[src/rtl/nlt_pkg.sv]
package nlt_pkg;
  localparam int unsigned TableEntries = 16;
  localparam int unsigned HistoryBits = 8;
  localparam int unsigned IdxW = $clog2(TableEntries);
  localparam int unsigned CntW = $clog2(TableEntries + 1);
  localparam int unsigned HcW = $clog2(HistoryBits + 1);

  localparam logic [2:0] RegBaseMode = 3'd0;
  localparam logic [2:0] RegMyAddr = 3'd1;
  localparam logic [2:0] RegEmptyAddr = 3'd2;
  localparam logic [2:0] RegQualLimit = 3'd3;
  localparam logic [2:0] RegCostLimit = 3'd4;
  localparam logic [2:0] RegFreshStart = 3'd5;

  typedef struct packed {
    logic [15:0] addr;
    logic [15:0] cost;
    logic [7:0] out_q;
    logic [7:0] in_q;
    logic [HistoryBits-1:0] hist;
    logic [7:0] seq;
    logic [7:0] fresh;
  } entry_t;
endpackage

[src/rtl/neighbor_link_table_top.sv]
// Neighbor table with parent choice. One item (beacon or aging tick) is
// processed at a time; busy_o is high while it runs. A beacon runs at most
// a match scan, a replace scan, the entry update, a parent scan, the parent
// read and the result, a tick an aging scan, the parent update and the
// result; each scan reads the table memory one entry per cycle into a
// register. done_o pulses in the same cycle that busy_o falls, carries the
// result and cannot be stalled. Write registers only while busy_o is low.
// Reset leaves the table cleared by a pass over all TableEntries entries
// during which busy_o is high.
module neighbor_link_table_top
  import nlt_pkg::*;
(
  input  logic        clk_i,
  input  logic        rst_ni,
  input  logic        start_i,
  output logic        busy_o,
  input  logic        cmd_i,
  input  logic [15:0] source_addr_i,
  input  logic [15:0] neighbor_cost_i,
  input  logic [7:0]  beacon_seq_i,
  input  logic [7:0]  quality_for_me_i,
  output logic        done_o,
  output logic [3:0]  parent_index_o,
  output logic [15:0] next_hop_o,
  output logic [15:0] best_cost_o,
  output logic        pull_request_o,
  output logic        entry_taken_o,
  input  logic        psel,
  input  logic        penable,
  input  logic        pwrite,
  input  logic [4:0]  paddr,
  input  logic [31:0] pwdata,
  output logic [31:0] prdata,
  output logic        pready
);

  typedef enum logic [3:0] {
    S_CLEAR, S_IDLE, S_MATCH, S_REPL, S_UPD_RD, S_UPD, S_PAR, S_PAR_HOP,
    S_TICK, S_TICK_END, S_DONE
  } state_e;

  state_e state_q;
  entry_t mem [TableEntries];
  entry_t rd_q;
  logic [IdxW-1:0] rd_addr;
  logic rd_en, wr_en;
  logic [IdxW-1:0] wr_addr;
  entry_t wr_data;

  logic [CntW-1:0] cnt_q;     // issue counter
  logic [IdxW-1:0] ridx_q;    // index of entry now in rd_q
  logic rvalid_q;

  logic base_q;
  logic [15:0] my_q, empty_q, climit_q;
  logic [7:0] qlim_q, fstart_q;
  logic [IdxW-1:0] parent_q;
  logic [15:0] best_q, hop_q;

  logic cmd_q;
  logic [15:0] src_q, ncost_q;
  logic [7:0] seq_q, qual_q;
  logic found_q, none_q;
  logic [IdxW-1:0] sel_q, pick_q;
  logic pick_v_q;
  logic [15:0] pick_addr_q;
  logic [16:0] worst_q, pbest_q;
  logic clr_q;

  assign pready = 1'b1;
  assign busy_o = (state_q != S_IDLE);

  logic cfg_wr;
  assign cfg_wr = psel && penable && pwrite;

  always_comb begin
    prdata = '0;
    case (paddr[4:2])
      RegBaseMode:   prdata = {31'd0, base_q};
      RegMyAddr:     prdata = {16'd0, my_q};
      RegEmptyAddr:  prdata = {16'd0, empty_q};
      RegQualLimit:  prdata = {24'd0, qlim_q};
      RegCostLimit:  prdata = {16'd0, climit_q};
      RegFreshStart: prdata = {24'd0, fstart_q};
      default:       prdata = '0;
    endcase
  end

  // combinational helpers on rd_q
  logic [16:0] sum;
  logic usable;
  assign sum = {1'b0, rd_q.cost} + {9'd0, rd_q.out_q};
  assign usable = {1'b0, rd_q.cost} < (17'h0ffff - {9'd0, rd_q.out_q});

  // beacon update of the selected entry
  entry_t upd;
  logic [7:0] gap;
  logic [HcW-1:0] hc;
  logic signed [9:0] v;
  always_comb begin
    upd = rd_q;
    if (clr_q) begin
      upd.addr = src_q;
      upd.cost = 16'hffff;
      upd.out_q = 8'hff;
      upd.in_q = 8'hff;
      upd.hist = '0;
      upd.seq = '0;
    end
    upd.fresh = fstart_q;
    if (!base_q) begin
      upd.cost = ncost_q;
      if (qual_q != 8'd0) upd.out_q = qual_q;
    end
    gap = seq_q - upd.seq;
    if (gap == 8'd0 || {1'b0, gap} >= 9'(HistoryBits)) upd.hist = '0;
    else upd.hist = upd.hist << gap;
    upd.hist[0] = 1'b1;
    upd.seq = seq_q;
    hc = '0;
    for (int k = 0; k < HistoryBits; k++) hc = hc + HcW'(upd.hist[k]);
    v = $signed({2'b0, qlim_q}) + 10'sd1 - $signed(10'(hc));
    upd.in_q = (v < 0 || v > $signed({2'b0, qlim_q})) ? 8'hff : v[7:0];
  end

  entry_t tick_e;
  always_comb begin
    tick_e = rd_q;
    if (rd_q.fresh == 8'd0) begin
      tick_e.addr = empty_q;
      tick_e.cost = 16'hffff;
      tick_e.out_q = 8'hff;
      tick_e.in_q = 8'hff;
      tick_e.hist = '0;
      tick_e.seq = '0;
    end else begin
      tick_e.fresh = rd_q.fresh - 8'd1;
    end
  end

  logic last_issue;
  assign last_issue = (cnt_q == CntW'(TableEntries - 1));

  always_comb begin
    rd_en = 1'b0;
    rd_addr = cnt_q[IdxW-1:0];
    wr_en = 1'b0;
    wr_addr = ridx_q;
    wr_data = upd;
    unique case (state_q)
      S_CLEAR: begin
        wr_en = 1'b1;
        wr_addr = cnt_q[IdxW-1:0];
        wr_data = '{addr: 16'hffff, cost: 16'hffff, out_q: 8'hff, in_q: 8'hff,
                    hist: '0, seq: '0, fresh: '0};
      end
      S_MATCH, S_REPL, S_PAR, S_TICK: rd_en = (cnt_q < CntW'(TableEntries));
      S_UPD_RD: begin
        rd_en = 1'b1;
        rd_addr = sel_q;
      end
      S_UPD: begin
        wr_en = 1'b1;
        wr_addr = sel_q;
      end
      S_TICK_END: ;
      S_PAR_HOP: begin
        rd_en = 1'b1;
        rd_addr = pick_v_q ? pick_q : parent_q;
      end
      default: ;
    endcase
    if (state_q == S_TICK && rvalid_q && rd_q.addr != empty_q) begin
      wr_en = 1'b1;
      wr_addr = ridx_q;
      wr_data = tick_e;
    end
  end

  always_ff @(posedge clk_i) begin
    if (wr_en) mem[wr_addr] <= wr_data;
    if (rd_en) rd_q <= mem[rd_addr];
  end

  always_ff @(posedge clk_i or negedge rst_ni) begin
    if (!rst_ni) begin
      state_q <= S_CLEAR;
      cnt_q <= '0;
      ridx_q <= '0;
      rvalid_q <= 1'b0;
      base_q <= 1'b0;
      my_q <= '0;
      empty_q <= 16'hffff;
      qlim_q <= 8'd7;
      climit_q <= 16'd65000;
      fstart_q <= 8'd5;
      parent_q <= '0;
      best_q <= 16'hffff;
      hop_q <= 16'hffff;
      done_o <= 1'b0;
      parent_index_o <= '0;
      next_hop_o <= '0;
      best_cost_o <= '0;
      pull_request_o <= 1'b0;
      entry_taken_o <= 1'b0;
      cmd_q <= 1'b0;
      src_q <= '0;
      ncost_q <= '0;
      seq_q <= '0;
      qual_q <= '0;
      found_q <= 1'b0;
      none_q <= 1'b0;
      sel_q <= '0;
      pick_q <= '0;
      pick_v_q <= 1'b0;
      pick_addr_q <= '0;
      worst_q <= '0;
      pbest_q <= '0;
      clr_q <= 1'b0;
    end else begin
      done_o <= 1'b0;
      rvalid_q <= rd_en;
      ridx_q <= rd_addr;
      if (cfg_wr) begin
        unique case (paddr[4:2])
          RegBaseMode: begin
            base_q <= pwdata[0];
            parent_q <= '0;
            best_q <= pwdata[0] ? 16'd0 : 16'hffff;
            hop_q <= pwdata[0] ? my_q : empty_q;
          end
          RegMyAddr:     my_q <= pwdata[15:0];
          RegEmptyAddr:  empty_q <= pwdata[15:0];
          RegQualLimit:  qlim_q <= pwdata[7:0];
          RegCostLimit:  climit_q <= pwdata[15:0];
          RegFreshStart: fstart_q <= pwdata[7:0];
          default: ;
        endcase
      end
      if (rd_en && state_q != S_UPD_RD && state_q != S_PAR_HOP) cnt_q <= cnt_q + 1'b1;
      unique case (state_q)
        S_CLEAR: begin
          cnt_q <= cnt_q + 1'b1;
          if (last_issue) begin
            state_q <= S_IDLE;
            cnt_q <= '0;
          end
        end
        S_IDLE: begin
          if (start_i) begin
            cmd_q <= cmd_i;
            src_q <= source_addr_i;
            ncost_q <= neighbor_cost_i;
            seq_q <= beacon_seq_i;
            qual_q <= quality_for_me_i;
            cnt_q <= '0;
            found_q <= 1'b0;
            clr_q <= 1'b0;
            none_q <= 1'b1;
            pick_v_q <= 1'b0;
            pbest_q <= 17'h0ffff;
            worst_q <= {1'b0, neighbor_cost_i};
            if (cmd_i) state_q <= S_TICK;
            else if (source_addr_i == empty_q) state_q <= S_PAR;
            else state_q <= S_MATCH;
          end
        end
        S_MATCH: begin
          if (rvalid_q && !found_q && rd_q.addr == src_q) begin
            found_q <= 1'b1;
            sel_q <= ridx_q;
          end
          if (rvalid_q && ridx_q == IdxW'(TableEntries - 1)) begin
            cnt_q <= '0;
            if (found_q || rd_q.addr == src_q) state_q <= S_UPD_RD;
            else state_q <= S_REPL;
          end
        end
        S_REPL: begin
          if (rvalid_q && !clr_q) begin
            if (rd_q.addr == empty_q) begin
              clr_q <= 1'b1;
              found_q <= 1'b1;
              sel_q <= ridx_q;
            end else if (!base_q && worst_q < {1'b0, rd_q.cost}) begin
              worst_q <= {1'b0, rd_q.cost};
              found_q <= 1'b1;
              sel_q <= ridx_q;
            end
          end
          if (rvalid_q && ridx_q == IdxW'(TableEntries - 1)) begin
            cnt_q <= '0;
            clr_q <= 1'b1;
            if (found_q || (!clr_q && (rd_q.addr == empty_q ||
                (!base_q && worst_q < {1'b0, rd_q.cost})))) state_q <= S_UPD_RD;
            else state_q <= S_PAR;
          end
        end
        S_UPD_RD: state_q <= S_UPD;
        S_UPD: begin
          cnt_q <= '0;
          state_q <= S_PAR;
        end
        S_PAR: begin
          if (base_q) begin
            state_q <= S_DONE;
          end else begin
            if (rvalid_q && usable && sum < pbest_q) begin
              pbest_q <= sum;
              pick_q <= ridx_q;
              pick_v_q <= 1'b1;
            end
            if (rvalid_q && ridx_q == IdxW'(TableEntries - 1)) state_q <= S_PAR_HOP;
          end
        end
        S_PAR_HOP: begin
          if (pick_v_q) parent_q <= pick_q;
          best_q <= pbest_q[15:0];
          state_q <= S_TICK_END;
        end
        S_TICK: begin
          if (rvalid_q && rd_q.addr != empty_q && rd_q.fresh != 8'd0) begin
            if (base_q) none_q <= 1'b0;
            else begin
              if (rd_q.out_q <= qlim_q) none_q <= 1'b0;
              if (usable && sum < pbest_q) begin
                pbest_q <= sum;
                pick_q <= ridx_q;
                pick_v_q <= 1'b1;
                pick_addr_q <= rd_q.addr;
              end
            end
          end
          if (rvalid_q && ridx_q == IdxW'(TableEntries - 1)) state_q <= S_TICK_END;
        end
        S_TICK_END: begin
          if (!cmd_q) begin
            // rd_q holds the parent entry after S_PAR_HOP
            hop_q <= (pbest_q > {1'b0, climit_q}) ? empty_q : rd_q.addr;
          end else if (!base_q) begin
            best_q <= pbest_q[15:0];
            if (!pick_v_q) begin
              parent_q <= '0;
              hop_q <= empty_q;
            end else if (pick_q != parent_q) begin
              parent_q <= pick_q;
              hop_q <= (pbest_q > {1'b0, climit_q}) ? empty_q : pick_addr_q;
            end
          end
          state_q <= S_DONE;
        end
        S_DONE: begin
          done_o <= 1'b1;
          parent_index_o <= 4'(parent_q);
          next_hop_o <= hop_q;
          best_cost_o <= best_q;
          pull_request_o <= cmd_q & none_q;
          entry_taken_o <= !cmd_q && found_q;
          state_q <= S_IDLE;
        end
        default: state_q <= S_IDLE;
      endcase
    end
  end

`ifndef NO_ASSERTIONS
  a_done_pulse: assert property (@(posedge clk_i) disable iff (!rst_ni)
    done_o |=> !done_o) else $error("done not a pulse");
  a_busy_start: assert property (@(posedge clk_i) disable iff (!rst_ni)
    (start_i && !busy_o) |=> busy_o) else $error("start not taken");
  a_no_wr_idle: assert property (@(posedge clk_i) disable iff (!rst_ni)
    (state_q == S_IDLE) |-> !wr_en) else $error("write while idle");
`endif

endmodule
[config.mk]
export PLATFORM = sky130hd
export DESIGN_NAME = neighbor_link_table_top
export DESIGN_NICKNAME = d
export VERILOG_FILES = /design/src/rtl/nlt_pkg.sv /design/src/rtl/neighbor_link_table_top.sv
export SDC_FILE = /design/constraint.sdc
export NUM_CORES = 2
export LEC_CHECK = 0
export BUFFER_PORTS_ARGS = -buffer_cell sky130_fd_sc_hd__clkbuf_2
export CAP_MARGIN = 20
export CORE_ASPECT_RATIO = 0.6
export CORE_MARGIN = 1.5
export CORE_UTILIZATION = 50
export DETAILED_ROUTE_END_ITERATION = 16
export MAX_ROUTING_LAYER = met4
export PLACE_DENSITY = 0.75
export SYNTH_ARGS = -nofsm -noshare
export SYNTH_HDL_FRONTEND = slang
export SYNTH_SLANG_ARGS = --single-unit
[constraint.sdc]
create_clock -name clk_i -period 6.6 [get_ports clk_i]
set_input_delay 0.99 -clock clk_i [delete_from_list [all_inputs] [get_ports clk_i]]
set_output_delay 0.99 -clock clk_i [all_outputs]
set_load 0.005 [all_outputs]
==> out/metrics.yaml <==
first_global_vias: 28537
first_pass_iters: 6
top_register: "mem"
drive_gt1_share_pct: 19.1
ant_nets: 0
gp_congestion: 0.953
syn_area_per_cell_sq_um: 13.6
r2r_end: "pick_addr_q[0]"
maxCapViolCount: 0
first_iter_violations: 3655
coreArea_sq_um: 94300
p_per_area_nw_per_um2: 496
crit_type: "reg2reg"
combPwrFrac_pct: 37.6
vias: 30149
numCtsBuffers: 90
synthCells: 3515
ys_ff_latch: 1072
synth_edf_count: 816
use_met1_pct: 38.3
io_buffers: 121
use_met3_pct: 6.03
power_frac_clock_pct: 20.5
grt_overflow_total: 0
crit_path_end_kind: "flip-flop"
ys.flop_type: "edfxtp_1"
critPathLaunch: "rd_q[32]"
leakagePower_nw: 20.7
worstMarginPinSlew_ns: 1.15
layout.nets: 3764
finalSetupTns_ns: 0
cp-start-kind: "flip-flop"
final_area_sq_um: 53000
fmax_mhz: 197
reg_top3: "mem (768), rd_q (48), pbest_q (17)"
fin_crit_sh_pct: 76.9
tritoncts: "done"
ff2ff_setup_slack_ns: 1.52
required_ns: 7.17
finalHoldViolCount: 0
p_int_mw: 16.4
cts_hold_buf: 0
fp.dieH_microns: 242
finalClockSkew_ns: 0.0235
busiest_layer: "met1"
mostFrequentLayoutCells: "816 x edfxtp_1, 365 x mux2i_1, 344 x nor2_1"
grt_max_degree: 163
wl_microns: 123000
cts_max_path_buffers: 3
n_fill_cell: 7400
area_growth_pct: 10.9
path_max_fanout: 16
cts.sinks: 1072
place_area_sq_um: 49900
initial_core_util_pct: 50.7
met2_usage_pct: 35.2
grt_usage_pct: 25.7
status: "finished clean"
maxSlewViolCount: 0
avgRoutedWirePerCell_microns: 25.0
antenna_found_initial: 4
rsz0062_at_grt: "false"
max_slew_margin_pct: 23.5
htreeDepth: 3
die-area_sq_um: 97400
hold_class: "in2async"
sequentialPowerShare_pct: 42.0
final_common_cell: "edfxtp_1"
post-cts-setup-buffers: 0
num_rows: 87
largest_reg_flops: 768
dp_hpwl_microns: 74300
yosysWarnings: 0
timing.rr.start: "rd_q[32]"
die_x_microns: 402
io_pins: 165
synthArstFlopShare_pct: 23.9
arrival_ns: 5.65
cts-root-buf: "clkbuf_16"
clk_latency_ns: 0.69
power_switching_share_pct: 37.5
syn_area_sq_um: 47800
peakVddDrop_mv: 0.430
ys_seq_area_share_pct: 64.9
cts_resized: 0
grt_pass1_wl_microns: 183000
p_sw_mw: 9.85
viasPerCell: 6.12
synth.distinct_cells: 83
period_needed_ns: 5.08
finalSetupViolations: 0
drc: 0
clk_pin_slew_ns: 0.07
reg2reg_depth: 15
[cell families (layout without fill, tap and decap cells)]
kind of cell / Yosys count / after routing / share of synthesized area (%)
AND/OR/NAND/NOR: 763 / 763 / 7.18
adder cells (fa/ha/maj): 70 / 70 / 1.85
buffers and inverters: 312 / 460 / 2.92
XOR/XNOR: 73 / 73 / 1.34
flip-flops: 1072 / 1072 / 64.9
AO/OA/AOI/OAI: 601 / 601 / 8.10
multiplexers: 622 / 622 / 13.7
other: 2 / 22 / 0.0157
[worst max path at each step]
stage | to | slack (ns) | cells after the start
floorplan | mem[9][0] | 0.88 | 8
global placement | pick_addr_q[10] | 1.75 | 15
detailed placement | pick_addr_q[10] | 1.67 | 16
CTS | pick_addr_q[0] | 1.59 | 15
global route | pick_addr_q[4] | 1.19 | 15
finish | pick_addr_q[0] | 1.52 | 15
[layout make-up]
type	instances	area, sq um	share of cell area (%)
Sequential cell	1072	31000	58.5
Multi-Input combinational cell	2146	15700	29.6
Clock buffer	114	2410	4.56
Tap cell	1246	1560	2.94
Timing Repair Buffer	210	1520	2.87
Clock inverter	54	503	0.950
Inverter	82	310	0.586
Antenna cell	5	12.5	0.0236
[Yosys cell counts, types with 19 or more instances]
cell	instances	area share [%]
a31oi_1	21	0.28
a22oi_1	31	0.49
mux2_2	252	5.9
buf_4	20	0.31
mux2i_1	365	7.7
xnor2_1	22	0.40
edfxtp_1	816	51
xor2_1	51	0.94
dfstp_2	64	3.5
inv_1	81	0.64
nand3_1	27	0.28
o22a_1	32	0.59
a211oi_1	24	0.38
o211ai_1	53	0.83
nand2_1	192	1.5
nor2_1	356	2.8
buf_2	96	1.0
a21oi_1	85	0.89
nand4_1	60	0.79
o21ai_0	230	2.4
clkbuf_1	103	0.81
ha_1	69	1.8
dfrtp_1	192	10
nor3_1	19	0.20
nor2b_1	31	0.41
[power groups by stage]
| stage | clock [mW] | combinational (mW) | sequential, mW |
|---|---|---|---|
| 3_3_place_gp | 0 | 9.41 | 11.1 |
| 3_5_place_dp | 0 | 9.62 | 11.1 |
| 6_report | 5.38 | 9.86 | 11.0 |
| 4_1_cts | 5.44 | 9.68 | 11.0 |
| 2_1_floorplan | 0 | 6.81 | 10.7 |
| 5_1_grt | 5.69 | 10.7 | 11.1 |
[per-stage QoR]
stage	hold WS, ns	utilization [%]	total power, mW	instances	worst slack (ns)
after detailed placement	0.475	52.9	20.7	4743	1.67
after floorplan	0.453	-	17.5	3530	0.883
after global routing	0.337	56.2	27.5	4928	1.19
final	0.269	56.2	26.3	4929	1.52
after CTS	0.296	56.0	26.1	4911	1.59
after global placement	0.471	52.9	20.5	4742	1.75
[critical path, stage by stage (launching register included)]
cell      delay (ns)
edfxtp_1        0.47
ha_1            0.33
fa_1            0.44
a21o_1          0.21
a221oi_1        0.44
a22oi_1         0.27
and3_1          0.26
xnor2_1         0.23
ha_1            0.30
a21oi_1         0.13
o21ai_0         0.13
a221oi_1        0.43
o311ai_1        0.29
nor4_4          0.27
buf_4           0.37
mux2_2          0.38
[layer usage]
layer	vias to the layer above	wire [microns]	share of wire [%]
li1	13298	-	-
met1	15116	54700	44
met2	1557	52100	42
met3	178	13400	11
met4	0	2830	2.3
met5	-	0	0
(Power assumes the default switching activity.)
